[src/rtl/scla_pkg.sv]
`timescale 1ns / 1ps

package scla_pkg;

   // line store geometry
   localparam int LINE_BUFFER_SIZE = 64;
   localparam int STORE_DEPTH      = LINE_BUFFER_SIZE - 1;
   localparam int FILL_W           = $clog2(STORE_DEPTH + 1);
   localparam int ADDR_W           = (STORE_DEPTH > 1) ? $clog2(STORE_DEPTH) : 1;

   // field widths
   localparam int MODE_W = 2;
   localparam int BYTE_W = 8;
   localparam int CHAR_W = 7;
   localparam int POS_W  = 6;

   // request modes
   localparam logic [MODE_W-1:0] MODE_BYTE     = 2'd0;
   localparam logic [MODE_W-1:0] MODE_LINK_ERR = 2'd1;
   localparam logic [MODE_W-1:0] MODE_CONSUME  = 2'd2;

   // special characters
   localparam logic [BYTE_W-1:0] CHR_TAB   = 8'h09;
   localparam logic [BYTE_W-1:0] CHR_LF    = 8'h0A;
   localparam logic [BYTE_W-1:0] CHR_CR    = 8'h0D;
   localparam logic [BYTE_W-1:0] CHR_BS    = 8'h08;
   localparam logic [BYTE_W-1:0] CHR_DEL   = 8'h7F;
   localparam logic [BYTE_W-1:0] CHR_FIRST = 8'h20;
   localparam logic [BYTE_W-1:0] CHR_LAST  = 8'h7E;

   // byte classes
   localparam int CLS_W = 2;
   localparam logic [CLS_W-1:0] CLS_END    = 2'd0;
   localparam logic [CLS_W-1:0] CLS_ERASE  = 2'd1;
   localparam logic [CLS_W-1:0] CLS_APPEND = 2'd2;
   localparam logic [CLS_W-1:0] CLS_BAD    = 2'd3;

   // tag that travels with a store read
   typedef struct packed {
      logic             valid;
      logic [POS_W-1:0] pos;
      logic             last;
   } rd_tag_type;

   // sort a received byte into its class
   function automatic logic [CLS_W-1:0] classify(input logic [BYTE_W-1:0] b);
      logic [CLS_W-1:0] cls;
      cls = CLS_BAD;
      if (b inside {CHR_CR, CHR_LF}) begin
         cls = CLS_END;
      end else if (b inside {CHR_BS, CHR_DEL}) begin
         cls = CLS_ERASE;
      end else if (b inside {CHR_TAB, [CHR_FIRST:CHR_LAST]}) begin
         cls = CLS_APPEND;
      end
      return cls;
   endfunction

endpackage

[src/rtl/scla_line_ram.sv]
`timescale 1ns / 1ps

module scla_line_ram #(
   parameter int DEPTH  = 63,
   parameter int WIDTH  = 7,
   parameter int ADDR_W = 6
) (
   input  logic              clock,
   input  logic              wr_en,
   input  logic [ADDR_W-1:0] wr_addr,
   input  logic [WIDTH-1:0]  wr_data,
   input  logic              rd_en,
   input  logic [ADDR_W-1:0] rd_addr,
   output logic [WIDTH-1:0]  rd_data
);

   logic [WIDTH-1:0] mem [DEPTH];
   logic [WIDTH-1:0] rd_data_ff;

   // write port
   always_ff @(posedge clock) begin
      if (wr_en) begin
         mem[wr_addr] <= wr_data;
      end
   end

   // registered read port
   always_ff @(posedge clock) begin
      if (rd_en) begin
         rd_data_ff <= mem[rd_addr];
      end
   end

   assign rd_data = rd_data_ff;

endmodule

[src/rtl/scla_ctrl.sv]
`timescale 1ns / 1ps

module scla_ctrl (
   input  logic                                 clock,
   input  logic                                 reset,
   input  logic                                 req_valid,
   output logic                                 req_stall,
   input  logic [scla_pkg::MODE_W-1:0]          req_mode,
   input  logic [scla_pkg::BYTE_W-1:0]          req_byte_value,
   input  logic                                 out_free,
   output logic                                 wr_en,
   output logic [scla_pkg::ADDR_W-1:0]          wr_addr,
   output logic [scla_pkg::CHAR_W-1:0]          wr_data,
   output logic                                 rd_en,
   output logic [scla_pkg::ADDR_W-1:0]          rd_addr,
   output scla_pkg::rd_tag_type                 rd_tag
);

   localparam logic ST_IDLE = 1'b0;
   localparam logic ST_SEND = 1'b1;

   logic                          state_ff,  state_in;
   logic [scla_pkg::FILL_W-1:0]   fill_ff,   fill_in;
   logic                          ready_ff,  ready_in;
   logic [scla_pkg::FILL_W-1:0]   rlen_ff,   rlen_in;
   logic [scla_pkg::ADDR_W-1:0]   rd_idx_ff, rd_idx_in;
   scla_pkg::rd_tag_type          rd_tag_ff, rd_tag_in;
   logic                          accept;
   logic                          is_last;
   logic [scla_pkg::CLS_W-1:0]    cls;

   assign req_stall = (state_ff == ST_SEND);
   assign accept    = req_valid && !req_stall;
   assign cls       = scla_pkg::classify(req_byte_value);
   assign is_last   = ((scla_pkg::FILL_W'(rd_idx_ff) + scla_pkg::FILL_W'(1)) == rlen_ff);

   // line editing and consume sequencing
   always_comb begin
      state_in  = state_ff;
      fill_in   = fill_ff;
      ready_in  = ready_ff;
      rlen_in   = rlen_ff;
      rd_idx_in = rd_idx_ff;
      rd_tag_in = '0;
      wr_en     = 1'b0;
      wr_addr   = scla_pkg::ADDR_W'(fill_ff);
      wr_data   = req_byte_value[scla_pkg::CHAR_W-1:0];
      rd_en     = 1'b0;
      rd_addr   = rd_idx_ff;
      case (state_ff)
         ST_IDLE: begin
            if (accept) begin
               case (req_mode)
                  scla_pkg::MODE_BYTE: begin
                     if (!ready_ff) begin
                        case (cls)
                           scla_pkg::CLS_END: begin
                              if (fill_ff != '0) begin
                                 ready_in = 1'b1;
                                 rlen_in  = fill_ff;
                                 fill_in  = '0;
                              end
                           end
                           scla_pkg::CLS_ERASE: begin
                              if (fill_ff != '0) begin
                                 fill_in = fill_ff - scla_pkg::FILL_W'(1);
                              end
                           end
                           scla_pkg::CLS_APPEND: begin
                              if (fill_ff < scla_pkg::FILL_W'(scla_pkg::STORE_DEPTH)) begin
                                 wr_en   = 1'b1;
                                 fill_in = fill_ff + scla_pkg::FILL_W'(1);
                              end else begin
                                 fill_in = '0;
                              end
                           end
                           default: begin
                              fill_in = '0;
                           end
                        endcase
                     end
                  end
                  scla_pkg::MODE_LINK_ERR: begin
                     fill_in = '0;
                  end
                  scla_pkg::MODE_CONSUME: begin
                     if (ready_ff) begin
                        ready_in  = 1'b0;
                        rd_idx_in = '0;
                        state_in  = ST_SEND;
                     end
                  end
                  default: begin
                  end
               endcase
            end
         end
         ST_SEND: begin
            // one read in flight, issued only when the output register is free
            if (!rd_tag_ff.valid && out_free) begin
               rd_en           = 1'b1;
               rd_tag_in.valid = 1'b1;
               rd_tag_in.pos   = scla_pkg::POS_W'(rd_idx_ff);
               rd_tag_in.last  = is_last;
               if (is_last) begin
                  state_in = ST_IDLE;
               end else begin
                  rd_idx_in = rd_idx_ff + scla_pkg::ADDR_W'(1);
               end
            end
         end
         default: begin
            state_in = ST_IDLE;
         end
      endcase
   end

   // control state
   always_ff @(posedge clock) begin
      if (reset) begin
         state_ff  <= ST_IDLE;
         fill_ff   <= '0;
         ready_ff  <= 1'b0;
         rlen_ff   <= '0;
         rd_idx_ff <= '0;
         rd_tag_ff <= '0;
      end else begin
         state_ff  <= state_in;
         fill_ff   <= fill_in;
         ready_ff  <= ready_in;
         rlen_ff   <= rlen_in;
         rd_idx_ff <= rd_idx_in;
         rd_tag_ff <= rd_tag_in;
      end
   end

   assign rd_tag = rd_tag_ff;

`ifndef SYNTHESIS
   a_fill_in_range: assert property (@(posedge clock) disable iff (reset)
      fill_ff <= scla_pkg::FILL_W'(scla_pkg::STORE_DEPTH))
      else $error("partial line longer than store");

   a_no_write_while_ready: assert property (@(posedge clock) disable iff (reset)
      wr_en |-> (!ready_ff && state_ff == ST_IDLE))
      else $error("store written while a line is held");

   a_send_clears_ready: assert property (@(posedge clock) disable iff (reset)
      (state_ff == ST_SEND) |-> (!ready_ff && rlen_ff != '0))
      else $error("sending without a captured line length");

   a_last_ends_send: assert property (@(posedge clock) disable iff (reset)
      (rd_tag_ff.valid && rd_tag_ff.last) |-> (state_ff == ST_IDLE))
      else $error("sequencer still busy after last read");
`endif

endmodule

[src/rtl/serial_command_line_assembler_top.sv]
`timescale 1ns / 1ps
// a consume word sets the send state; each character then passes the store read and the output register
// throughput: one input word per cycle while no line is being sent
// each character takes one store read and one output load; a new read waits for the last one to clear
// req_stall stays high until the last store read is issued
// reset is synchronous and clears fill length, ready flag and output valid

module serial_command_line_assembler_top (
   input  logic                          clock,
   input  logic                          reset,
   input  logic                          req_valid,
   output logic                          req_stall,
   input  logic [scla_pkg::MODE_W-1:0]   req_mode,
   input  logic [scla_pkg::BYTE_W-1:0]   req_byte_value,
   output logic                          rsp_valid,
   input  logic                          rsp_stall,
   output logic [scla_pkg::CHAR_W-1:0]   rsp_line_char,
   output logic [scla_pkg::POS_W-1:0]    rsp_char_position,
   output logic                          rsp_is_last
);

   logic                          wr_en;
   logic [scla_pkg::ADDR_W-1:0]   wr_addr;
   logic [scla_pkg::CHAR_W-1:0]   wr_data;
   logic                          rd_en;
   logic [scla_pkg::ADDR_W-1:0]   rd_addr;
   logic [scla_pkg::CHAR_W-1:0]   rd_data;
   scla_pkg::rd_tag_type          rd_tag;
   logic                          out_free;

   logic                          rsp_valid_ff, rsp_valid_in;
   logic [scla_pkg::CHAR_W-1:0]   rsp_char_ff;
   logic [scla_pkg::POS_W-1:0]    rsp_pos_ff;
   logic                          rsp_last_ff;

   scla_ctrl u_ctrl (
      .clock          (clock),
      .reset          (reset),
      .req_valid      (req_valid),
      .req_stall      (req_stall),
      .req_mode       (req_mode),
      .req_byte_value (req_byte_value),
      .out_free       (out_free),
      .wr_en          (wr_en),
      .wr_addr        (wr_addr),
      .wr_data        (wr_data),
      .rd_en          (rd_en),
      .rd_addr        (rd_addr),
      .rd_tag         (rd_tag)
   );

   scla_line_ram #(
      .DEPTH  (scla_pkg::STORE_DEPTH),
      .WIDTH  (scla_pkg::CHAR_W),
      .ADDR_W (scla_pkg::ADDR_W)
   ) u_ram (
      .clock   (clock),
      .wr_en   (wr_en),
      .wr_addr (wr_addr),
      .wr_data (wr_data),
      .rd_en   (rd_en),
      .rd_addr (rd_addr),
      .rd_data (rd_data)
   );

   // output register frees up when empty or taken at this edge
   assign out_free     = !rsp_valid_ff || !rsp_stall;
   assign rsp_valid_in = rd_tag.valid || (rsp_valid_ff && rsp_stall);

   always_ff @(posedge clock) begin
      if (reset) begin
         rsp_valid_ff <= 1'b0;
      end else begin
         rsp_valid_ff <= rsp_valid_in;
      end
   end

   // load the word from the store read
   always_ff @(posedge clock) begin
      if (rd_tag.valid) begin
         rsp_char_ff <= rd_data;
         rsp_pos_ff  <= rd_tag.pos;
         rsp_last_ff <= rd_tag.last;
      end
   end

   assign rsp_valid         = rsp_valid_ff;
   assign rsp_line_char     = rsp_char_ff;
   assign rsp_char_position = rsp_pos_ff;
   assign rsp_is_last       = rsp_last_ff;

endmodule
[config.mk]
export PLATFORM = sky130hd
export DESIGN_NAME = serial_command_line_assembler_top
export DESIGN_NICKNAME = d
export VERILOG_FILES = /design/src/rtl/scla_pkg.sv /design/src/rtl/scla_line_ram.sv /design/src/rtl/scla_ctrl.sv /design/src/rtl/serial_command_line_assembler_top.sv
export SDC_FILE = /design/constraint.sdc
export NUM_CORES = 1
export LEC_CHECK = 0
export ABC_AREA = 0
export BUFFER_PORTS_ARGS = -buffer_cell sky130_fd_sc_hd__clkbuf_2
export CORE_ASPECT_RATIO = 0.75
export CORE_MARGIN = 2
export CORE_UTILIZATION = 40
export DETAILED_ROUTE_END_ITERATION = 8
export HOLD_SLACK_MARGIN = 0.02
export SYNTH_ARGS = -nofsm -noshare
export SYNTH_HDL_FRONTEND = slang
export SYNTH_SLANG_ARGS = --single-unit
[constraint.sdc]
create_clock -name clock -period 4 [get_ports clock]
set_input_delay 0.8 -clock clock [delete_from_list [all_inputs] [get_ports clock]]
set_output_delay 0.8 -clock clock [all_outputs]
set_load 0.05 [all_outputs]
==> reports/results.tsv, run 1 <==
stage	metric	value	unit
clock_network	CTS Buffer Depth	3	
clock_network	Post-CTS Setup Inserts	0	
cells_and_area	Antenna diodes	0	
worst_setup_path	worst path arrival time	3550	ps
cells_and_area	fraction of layout cells with a size suffix above 1	0.2774	
floorplan	die area	50120	um^2
detailed_routing	DRT iter0 DRCs	1117	
logic_synthesis	leading cell type by number of instances after synthesis	edfxtp_1	
worst_setup_path	end of the worst register-to-register path	u_ram.rd_data[5]	
logic_synthesis	EDFF count, synth	462	
worst_setup_path	critical path class	in2reg	
logic_synthesis	Ys Warns	0	
floorplan	Initial Util	0.4064	
cells_and_area	Final Util	0.4670	
global_routing	GRT overflow	0	
sta	Slew Limit Fails	0	
run	max cap viols	0	
logic_synthesis	syn avg cell area	19.47	um^2
logic_synthesis	largest area contributor in the netlist	edfxtp_1	
worst_setup_path	Critical Path Fanout Max	7	
clock_network	CTS tree	yes	
worst_setup_path	Data required, critical path	4270	ps
clock_network	Root Buffer	clkbuf_16	
worst_hold_path	hold path depth	0	
detailed_routing	antenna violation net count after detailed routing	0	
logic_synthesis	Cell Area, Synth	19330	um^2
logic_synthesis	Yosys cell types	52	
global_routing	vias in the first global route	9805	
sta	Worst slew margin	0.4011	
sta	setup TNS	0	ps
detailed_routing	total routed wirelength	47910	um
cells_and_area	Final #Nets	1135	
clock_network	Clock Pin Slew Worst Setup and Hold Paths	60	ps
detailed_routing	DR vias	10150	
logic_synthesis	ys async rst share	0	
sta	worst-margin pin slew	895.9	ps
cells_and_area	fillers	3977	
power_and_ir_drop	Tot Pwr	0.009908	W
placed_design	DP Wirelength	30540	um
clock_network	Post-CTS Resized	0	
floorplan	IO Pins	30	
detailed_routing	DRC viols	0	
floorplan	Site Rows	69	
floorplan	core area	47570	um^2
logic_synthesis	Syn Nets	1014	
worst_setup_path	r2r setup slk	960	ps
worst_hold_path	Worst Hold Class	reg2reg	
logic_synthesis	sequential share of the synthesized area	0.7477	
logic_synthesis	Synth Instances	993	
run_status	status	completed	
sta	RSZ-0062 raised after global routing	no	
worst_setup_path	worst r2r path cells	5	
sta	final hold vios	0	
detailed_routing	wire length per cell	26.78	um
logic_synthesis	top post-synthesis cells by count	edfxtp_1 (462), mux4_2 (123), nor2_1 (90)	
floorplan	Die X	257.9	um
global_routing	Tot GR Track Use	0.1924	
power_and_ir_drop	peak supply drop	0.0002919	V
worst_setup_path	r2r startpoint	u_ctrl.rd_addr[1]	
worst_setup_path	end point of the critical path	u_ram.mem[56][2]	
logic_synthesis	FF+latch count, synth	491	
placed_design	routability congestion estimate	0.8193	
sta	fin crit period	3279	ps
clock_network	Hold-fix buffers, CTS	0	
cells_and_area	final instance area	22220	um^2
power_and_ir_drop	pwr dens	446.0	nW/um^2
sta	Setup violations, final	0	
logic_synthesis	ranking of synthesized cells by area	edfxtp_1 (72%), mux4_2 (14%), dfxtp_1 (3.0%)	
global_routing	initial antenna violation count	1	
logic_synthesis	Top FF cell, synth	edfxtp_1	
worst_setup_path	crit path launch	req_byte_value[4]	
power_and_ir_drop	leakage power	6.951	nW
sta	fmax	305.0	MHz
global_routing	largest net degree at the start of global routing	74	
global_routing	global-route wire length before repair	69870	um
clock_network	TritonCTS Sinks	491	
floorplan	Die Span Y	194.4	um
worst_setup_path	Worst Setup End Kind	flip-flop	
sta	final hold slack	409.8	ps
clock_network	Skew-Pair Late Insertion Delay	570	ps
logic_synthesis	post-synth top area share	0.7176	
sta	Final period util	0.8197	
placed_design	placed inst area	20810	um^2
clock_network	# H-tree levels	2	
placed_design	Port Buffers	29	
sta	Max Clock Skew	35.01	ps
detailed_routing	via/cell ratio	5.672	
worst_setup_path	critical path startpoint category	input pin	
cells_and_area	P&R area growth vs syn	14.91	%
detailed_routing	iteration count of the initial detailed-routing pass	5	
clock_network	total CTS buffers	45	
## power by group
| part | internal, W | switching (W) | total [W] |
|---|---|---|---|
| clock network | 0.00231 | 0.00185 | 0.00416 |
| logic | 0.0000247 | 0.000118 | 0.000143 |
| registers | 0.00561 | 0.000000660 | 0.00561 |
## critical path, stage by stage
cell and delay, ps:
clkbuf_2 160, nor4_1 320, nor3_1 80, o32ai_1 390, ha_1 380, o21a_1 260, and3_1 400, nand3_1 350
nor2_1 230, buf_4 190
## sequential cells by signal, indices dropped and copies added, names as in the netlist
| register | count |
|---|---|
| u_ram.mem | 441 |
| u_ctrl.rd_tag | 8 |
| rsp_line_char | 7 |
| u_ram.rd_data | 7 |
| rsp_char_position | 6 |
| u_ctrl.rd_addr | 6 |
| u_ctrl.rlen_ff | 6 |
| u_ctrl.wr_addr | 6 |
| rsp_is_last | 1 |
| rsp_valid | 1 |
| u_ctrl.ready_ff | 1 |
| u_ctrl.req_stall | 1 |
## metrics by stage
stage,worst slack (ps),std cells
6_report,721.2,1789
5_1_grt,524.4,1789
4_1_cts,784.7,1789
3_5_place_dp,194.4,1706
3_3_place_gp,210.1,1706
2_1_floorplan,885.6,993
## cells by family after synthesis
logic type | synth area share
AO/OA/AOI/OAI | 0.02913
XOR/XNOR | 0.006667
multiplexers | 0.1495
AND/OR/NAND/NOR | 0.04647
buffers and inverters | 0.01605
flip-flops | 0.7477
adder cells (fa/ha/maj) | 0.004530
## routing by layer
layer / up-vias / GRT usage / part of all wire
li1: 4283 / - / -
met1: 5297 / 0.2960 / 0.45
met2: 482 / 0.2725 / 0.43
met3: 86 / 0.04917 / 0.094
met4: 0 / 0.04945 / 0.022
met5: - / 0 / 0
## worst min path at each step
stage,start,end
2_1_floorplan,u_ctrl.rd_tag[1],rsp_char_position[0]
3_3_place_gp,u_ctrl.rd_tag[3],rsp_char_position[2]
3_5_place_dp,u_ctrl.rd_tag[2],rsp_char_position[1]
4_1_cts,u_ctrl.rd_tag[2],rsp_char_position[1]
5_1_grt,u_ctrl.rd_tag[0],rsp_is_last
6_report,u_ctrl.rd_tag[3],rsp_char_position[2]
## cell type report
| class | count | area [um^2] | area share |
|---|---|---|---|
| Sequential cell | 491 | 14460 | 0.6510 |
| Multi-Input combinational cell | 438 | 4568 | 0.2056 |
| Clock buffer | 59 | 1239 | 0.05576 |
| Timing Repair Buffer | 125 | 928.4 | 0.04179 |
| Tap cell | 639 | 799.5 | 0.03599 |
| Clock inverter | 24 | 168.9 | 0.007603 |
| Inverter | 13 | 48.80 | 0.002197 |
## layout by cell type, fill, tap and decap left out, types with 11 or more instances in the layout
| cell | Yosys | layout |
|---|---|---|
| edfxtp_1 | 462 | 462 |
| mux4_2 | 123 | 123 |
| buf_4 | 5 | 91 |
| nor2_1 | 90 | 90 |
| nand2_1 | 47 | 47 |
| clkbuf_16 | 0 | 45 |
| clkbuf_2 | 0 | 29 |
| dfxtp_1 | 29 | 26 |
| o21ai_0 | 19 | 19 |
| a21oi_1 | 14 | 14 |
| nand3_1 | 14 | 14 |
| inv_1 | 12 | 12 |
| mux2i_1 | 12 | 12 |
| nor3_1 | 11 | 11 |
(Power assumes the default switching activity.)
==> run 2, diff against run 1 <==
Settings changed: ABC_AREA 0 to 1.
Clock period 4 ns to 2.7 ns, I/O delays scaled along.
==> run 2 against run 1 <==
Compared with the run above: clock skew is 24 ps lower; total power is 55% higher; highest routed layer unchanged; first-iteration DRC count is 66% higher; via count is 36% higher; sequential share of layout area is 2.7 points lower; sequential power is 48% higher; register-to-register slack worse by 760 ps; synthesized cell count is 64% higher; die area is 2.8% higher; global-route usage is 1.9 points higher; final cell count is 35% higher; critical path depth is 3 higher.
==> reports/results.tsv, run 2 <==
stage	metric	value	unit
cells_and_area	Antenna diodes	0	
floorplan	die area	51520	um^2
global_routing	GRT met3 Usage	0.05953	
logic_synthesis	syn avg cell area	12.21	um^2
sta	worst setup margin	162.7	ps
worst_hold_path	Worst Hold Class	in2reg	
worst_setup_path	r2r setup slk	200	ps
floorplan	IO Pins	30	
sta	Setup violations, final	0	
worst_setup_path	critical path startpoint category	input pin	
floorplan	Die Span Y	197.1	um
cells_and_area	max reg flops	441	
global_routing	Tot GR Track Use	0.2113	
clock_network	TritonCTS Sinks	491	
worst_setup_path	worst r2r path cells	10	
global_routing	met2 Use GR	0.2973	
logic_synthesis	leading cell type by number of instances after synthesis	edfxtp_1	
logic_synthesis	largest area contributor in the netlist	edfxtp_1	
sta	Worst slew margin	0.3739	
worst_setup_path	worst path arrival time	2730	ps
placed_design	routability congestion estimate	0.8913	
logic_synthesis	ys async rst share	0	
worst_hold_path	Hold Path End	rsp_valid	
logic_synthesis	top post-synthesis cells by count	edfxtp_1 (462), nor2_1 (338), o21ai_0 (210)	
global_routing	initial antenna violation count	0	
sta	worst-margin pin slew	939.2	ps
logic_synthesis	FF+latch count, synth	491	
clock_network	# H-tree levels	2	
global_routing	largest net degree at the start of global routing	95	
sta	Final period util	0.9397	
global_routing	met1 GRT Util	0.3230	
logic_synthesis	EDFF count, synth	462	
clock_network	CTS tree	yes	
logic_synthesis	Ys Warns	0	
clock_network	Clock Pin Slew Worst Setup and Hold Paths	60	ps
logic_synthesis	Syn Nets	1649	
sta	Slew Limit Fails	0	
run	max cap viols	0	
logic_synthesis	Top FF cell, synth	edfxtp_1	
placed_design	Port Buffers	29	
power_and_ir_drop	leakage power	7.846	nW
worst_hold_path	hold path start	rsp_stall	
run_status	status	completed	
clock_network	Root Buffer	clkbuf_16	
logic_synthesis	post-synth top area share	0.6978	
clock_network	total CTS buffers	47	
global_routing	GRT overflow	0	
floorplan	Site Rows	70	
worst_hold_path	hold path depth	3	
sta	fmax	394.1	MHz
placed_design	placed insts	2337	
placed_design	DP Wirelength	33520	um
detailed_routing	DR vias	13780	
worst_setup_path	r2r startpoint	u_ctrl.rd_addr[0]	
logic_synthesis	Yosys cell types	36	
global_routing	global-route wire length before repair	81260	um
logic_synthesis	ranking of synthesized cells by area	edfxtp_1 (70%), nor2_1 (6.4%), o21ai_0 (5.3%)	
detailed_routing	total routed wirelength	54540	um
cells_and_area	most common cell after layout, fill and taps aside	edfxtp_1	
worst_setup_path	end of the worst register-to-register path	u_ram.rd_data[5]	
sta	fin crit period	2537	ps
power_and_ir_drop	pwr dens	662.2	nW/um^2
global_routing	global route hottest layer	met1	
clock_network	CTS Buffer Depth	3	
floorplan	Initial Util	0.4068	
cells_and_area	Largest Register	u_ram.mem	
sta	RSZ-0062 raised after global routing	yes	
detailed_routing	iteration count of the initial detailed-routing pass	6	
power_and_ir_drop	peak supply drop	0.0004677	V
detailed_routing	antenna violation net count after detailed routing	0	
detailed_routing	via/cell ratio	5.687	
worst_setup_path	Worst Setup End Kind	flip-flop	
detailed_routing	DRC viols	0	
clock_network	Skew-Pair Late Insertion Delay	560	ps
floorplan	core area	48870	um^2
cells_and_area	Final #Nets	1759	
logic_synthesis	Cell Area, Synth	19880	um^2
detailed_routing	DRT iter0 DRCs	1856	
cells_and_area	final cell count without fillers	2423	
cells_and_area	P&R area growth vs syn	16.59	%
placed_design	Setup WS pre-CTS	-674.3	ps
global_routing	vias in the first global route	13160	
sta	Max Clock Skew	11.01	ps
worst_setup_path	critical path class	in2reg	
worst_setup_path	Data required, critical path	2900	ps
sta	final hold vios	0	
cells_and_area	fraction of layout cells with a size suffix above 1	0.1499	
floorplan	Die X	261.4	um
cells_and_area	most frequent cells in the layout	edfxtp_1 (462), nor2_1 (323), o21ai_0 (209)	
logic_synthesis	Synth Instances	1628	
logic_synthesis	sequential share of the synthesized area	0.7270	
detailed_routing	wire length per cell	22.51	um
worst_setup_path	Critical Path Fanout Max	8	
worst_setup_path	crit path launch	req_byte_value[0]	
==> run 2: worst max path at each step <==
stage / endpoint / slack (ps)
after floorplan: u_ram.mem[24][0] / -70
after global placement: u_ram.mem[9][6] / -600
after detailed placement: u_ram.mem[10][0] / -670
after CTS: u_ram.mem[31][4] / 10
after global routing: u_ram.mem[35][5] / -30
final: u_ram.mem[34][4] / 160
==> run 2: logic make-up after synthesis <==
| kind of cell | count (synthesis) | share of synthesized area |
|---|---|---|
| fa+ha+maj | 7 | 0.004405 |
| flops | 491 | 0.7270 |
| xor+xnor | 2 | 0.0008812 |
| buf+inv | 154 | 0.03468 |
| compound gates | 411 | 0.1200 |
| simple gates | 563 | 0.1131 |
==> run 2: worst max-delay path, cell delays in order <==
cell and delay, ps:
clkbuf_2 200, inv_1 90, nor2_1 90, inv_1 70, o32ai_2 310, a21oi_2 110, inv_2 80, ha_4 170
o21ai_1 80, nand2_1 110, nand3_1 110, buf_4 200, nor2_1 570
==> run 2: layer usage <==
layer / share of wire / wire length (um) / vias up
met5: 0 / 0 / -
met4: 0.019 / 1032 / 0
met3: 0.12 / 6546 / 91
met2: 0.42 / 22650 / 744
met1: 0.45 / 24310 / 6769
li1: - / - / 6176
==> run 2: area by class of cell <==
cell class / count / area (um^2)
fill: 4348 / 25690
sequential: 491 / 14460
timing repair buffer: 163 / 1335
clock inverter: 27 / 285.3
clock buffer: 59 / 1284
multi-input combinational: 983 / 4802
tap: 648 / 810.8
inverter: 52 / 200.2
==> run 2: per-stage QoR <==
| stage | utilization | power (W) | area [um^2] | setup TNS (ps) | hold slack [ps] |
|---|---|---|---|---|---|
| after global placement | 0.4410 | 0.008740 | 21550 | -225850 | 387.3 |
| after global routing | 0.4743 | 0.01573 | 23180 | -1225 | 249.9 |
| after floorplan | - | 0.008526 | 19900 | -11770 | 385.5 |
| after CTS | 0.4734 | 0.01544 | 23130 | 0 | 224.4 |
| after detailed placement | 0.4410 | 0.008742 | 21550 | -243160 | 390.4 |
| final | 0.4743 | 0.01535 | 23180 | 0 | 235.1 |
==> run 2: what timing repair did <==
action                     4_1_cts  5_1_grt
gates resized for setup          5       16
hold buffers                     0        0
pin swaps                        0        2
buffers inserted                 0        0
setup endpoints to repair      149      442
hold endpoints to repair         0        0
==> run 2: report_power, final <==
group	switching (W)	internal, W
registers	0.00000200	0.00831
clock network	0.00282	0.00394
logic	0.000213	0.0000573
==> run 3, diff against run 2 <==
Settings changed: ABC_AREA 1 to not set.
Clock period 2.7 ns to 2.5 ns, I/O delays scaled along.
==> run 3 against run 2 <==
Compared with the run above: the flow now finishes with violations (setup timing); sequential power grew 7.9%; via count is 25% lower; sequential share of layout area shrank 0.56 points; utilization is 1.7 points higher; total power grew 8.2%; sequential cell count stayed put; non-clock buffer count rose by 42; worst setup slack got worse by 290 ps; first-iteration DRC count fell by 36%; global-route usage shrank 1.6 points; final area is 0.91% higher; critical endpoint is now u_ram.rd_data[4]; highest routed layer is now met5.
==> reports/results.tsv, run 3 (synthesis gave the netlist of run 1 again) <==
stage	metric	value	unit
run_status	status	finished with violations	
run_status	failing checks	setup timing	
floorplan	Die X	257.9	um
placed_design	DP Wirelength	32110	um
worst_setup_path	Worst path slowest cell	mux4_2	
cells_and_area	most frequent cells in the layout	edfxtp_1 (462), buf_4 (155), mux4_2 (123)	
detailed_routing	DRC viols	0	
sta	Setup violations, final	6	
detailed_routing	DR vias	10310	
sta	worst-margin pin slew	842.5	ps
floorplan	Initial Util	0.4064	
worst_setup_path	crit-path cells	buf_12, buf_8, mux4_2, mux4_2, a22o_4, a221o_1	
cells_and_area	Antenna diodes	0	
worst_setup_path	CP dominant cell by count	mux4_2	
worst_setup_path	critical path class	reg2reg	
sta	Worst slew margin	0.4383	
sta	final hold vios	0	
floorplan	IO Pins	30	
global_routing	global-route wire length before repair	71150	um
clock_network	total CTS buffers	45	
power_and_ir_drop	sequential share of power	0.541	
worst_setup_path	worst r2r path cells	6	
power_and_ir_drop	leakage power	7.517	nW
worst_setup_path	r2r startpoint	u_ctrl.rd_addr[0]	
power_and_ir_drop	Tot Pwr	0.01660	W
worst_setup_path	crit path launch	u_ctrl.rd_addr[0]	
cells_and_area	Largest Register	u_ram.mem	
floorplan	Die Span Y	194.4	um
detailed_routing	DRT iter0 DRCs	1194	
sta	Max Clock Skew	12.25	ps
worst_setup_path	Data required, critical path	2800	ps
floorplan	die area	50120	um^2
clock_network	Clock Pin Slew Worst Setup and Hold Paths	70	ps
sta	RSZ-0062 raised after global routing	yes	
cells_and_area	fraction of layout cells with a size suffix above 1	0.3578	
global_routing	met2 Use GR	0.2708	
placed_design	placed inst area	21550	um^2
detailed_routing	total routed wirelength	48170	um
sta	fin crit period	2625	ps
power_and_ir_drop	peak supply drop	0.0004656	V
worst_setup_path	buffers and inverters on the worst path	2	
clock_network	CTS Buffer Depth	3	
detailed_routing	antenna violation net count after detailed routing	0	
placed_design	Port Buffers	29	
global_routing	GRT met3 Usage	0.04864	
clock_network	TritonCTS Sinks	491	
cells_and_area	final instance area	23390	um^2
worst_setup_path	CP top delay family	multiplexers	
worst_setup_path	worst path arrival time	2930	ps
power_and_ir_drop	NetSw	0.003163	W
clock_network	CTS tree	yes	
sta	Slew Limit Fails	0	
cells_and_area	max reg flops	441	
worst_hold_path	hold path depth	2	
detailed_routing	iteration count of the initial detailed-routing pass	7	
sta	Final period util	1.050	
worst_setup_path	end of the worst register-to-register path	u_ram.rd_data[4]	
worst_setup_path	Critical Path Fanout Max	13	
worst_setup_path	Crit path largest cell delay	550	ps
global_routing	largest net degree at the start of global routing	64	
power_and_ir_drop	sw frac	0.1905	
worst_setup_path	Worst Setup End Kind	flip-flop	
clock_network	# H-tree levels	2	
worst_setup_path	critical path startpoint category	flip-flop	
floorplan	core area	47570	um^2
sta	worst setup margin	-124.8	ps
floorplan	Site Rows	69	
global_routing	initial antenna violation count	2	
cells_and_area	P&R area growth vs syn	20.99	%
detailed_routing	via/cell ratio	5.523	
global_routing	GRT overflow	0	
placed_design	placed insts	1776	
detailed_routing	wire length per cell	25.81	um
power_and_ir_drop	Cell Int Power	0.01344	W
cells_and_area	fillers	3903	
cells_and_area	most common cell after layout, fill and taps aside	edfxtp_1	
cells_and_area	Final Util	0.4917	
sta	fmax	381.0	MHz
power_and_ir_drop	Logic pwr share	0.015	
placed_design	routability congestion estimate	0.8613	
worst_hold_path	hold path start	req_mode[1]	
global_routing	global route hottest layer	met1	
global_routing	vias in the first global route	10240	
cells_and_area	Final #Nets	1215	
power_and_ir_drop	clock power share	0.444	
worst_hold_path	Hold Path End	u_ctrl.ready_ff	
sta	setup TNS	-471.0	ps
run	max cap viols	0	
worst_hold_path	Worst Hold Class	in2reg	
global_routing	Tot GR Track Use	0.1956	
clock_network	Root Buffer	clkbuf_16	
clock_network	Skew-Pair Late Insertion Delay	550	ps
cells_and_area	final cell count without fillers	1866	
global_routing	met1 GRT Util	0.3084	
power_and_ir_drop	pwr dens	709.7	nW/um^2
worst_setup_path	r2r setup slk	-120	ps
## run 3: through the flow
step                      setup slack [ps]  hold WS, ps
after floorplan                     -171.6        385.5
after global placement              -632.3        388.3
after detailed placement            -677.8        388.7
after CTS                           -113.6        203.8
after global routing                -152.5        235.6
final                               -124.8        230.0
## run 3: power groups by stage
stage	sequential [W]	combinational, W	clock (W)
global placement	0.00915	0.000246	0
CTS	0.00897	0.000254	0.00750
floorplan	0.00916	0.0000411	0
global route	0.00897	0.000276	0.00784
detailed placement	0.00915	0.000250	0
finish	0.00897	0.000255	0.00737
## run 3: routing by layer
layer	vias to the layer above	part of all wire
met5	-	0.00027
met4	2	0.022
met3	74	0.099
met2	489	0.42
met1	5306	0.46
li1	4435	-
## run 3: how the worst max path moves through the flow
| stage | slack [ps] | cells past startpoint | endpoint |
|---|---|---|---|
| finish | -120 | 6 | u_ram.rd_data[4] |
| detailed placement | -680 | 5 | u_ram.rd_data[5] |
| global route | -150 | 6 | u_ram.rd_data[4] |
| global placement | -630 | 5 | u_ram.rd_data[5] |
| CTS | -110 | 6 | u_ram.rd_data[4] |
| floorplan | -170 | 8 | u_ram.mem[44][0] |
## run 3: what timing repair did
| item | 4_1_cts | 5_1_grt |
|---|---|---|
| gates cloned | 0 | 1 |
| setup endpoints to repair | 299 | 456 |
| resized for setup | 15 | 21 |
| hold buffers | 0 | 0 |
| pin swaps | 1 | 2 |
| setup buffers | 7 | 2 |
## run 3: worst register-to-register path: cells and delay by family (launching register included)
| family | cells | cell delay, ps |
|---|---|---|
| muxes | 2 | 1080 |
| buffers and inverters | 2 | 350 |
| DFF | 1 | 380 |
| AOI/OAI and AO/OA | 2 | 570 |
## run 3: area by class of cell
type                       instances  area [um^2]  share of cell area
sequential                       491        14460              0.6183
multi-input combinational        438         4795              0.2050
timing repair buffer             205         1702             0.07275
clock buffer                      53         1176             0.05028
tap                              639        799.5             0.03418
clock inverter                    27        406.6             0.01739
inverter                          13        48.80            0.002086
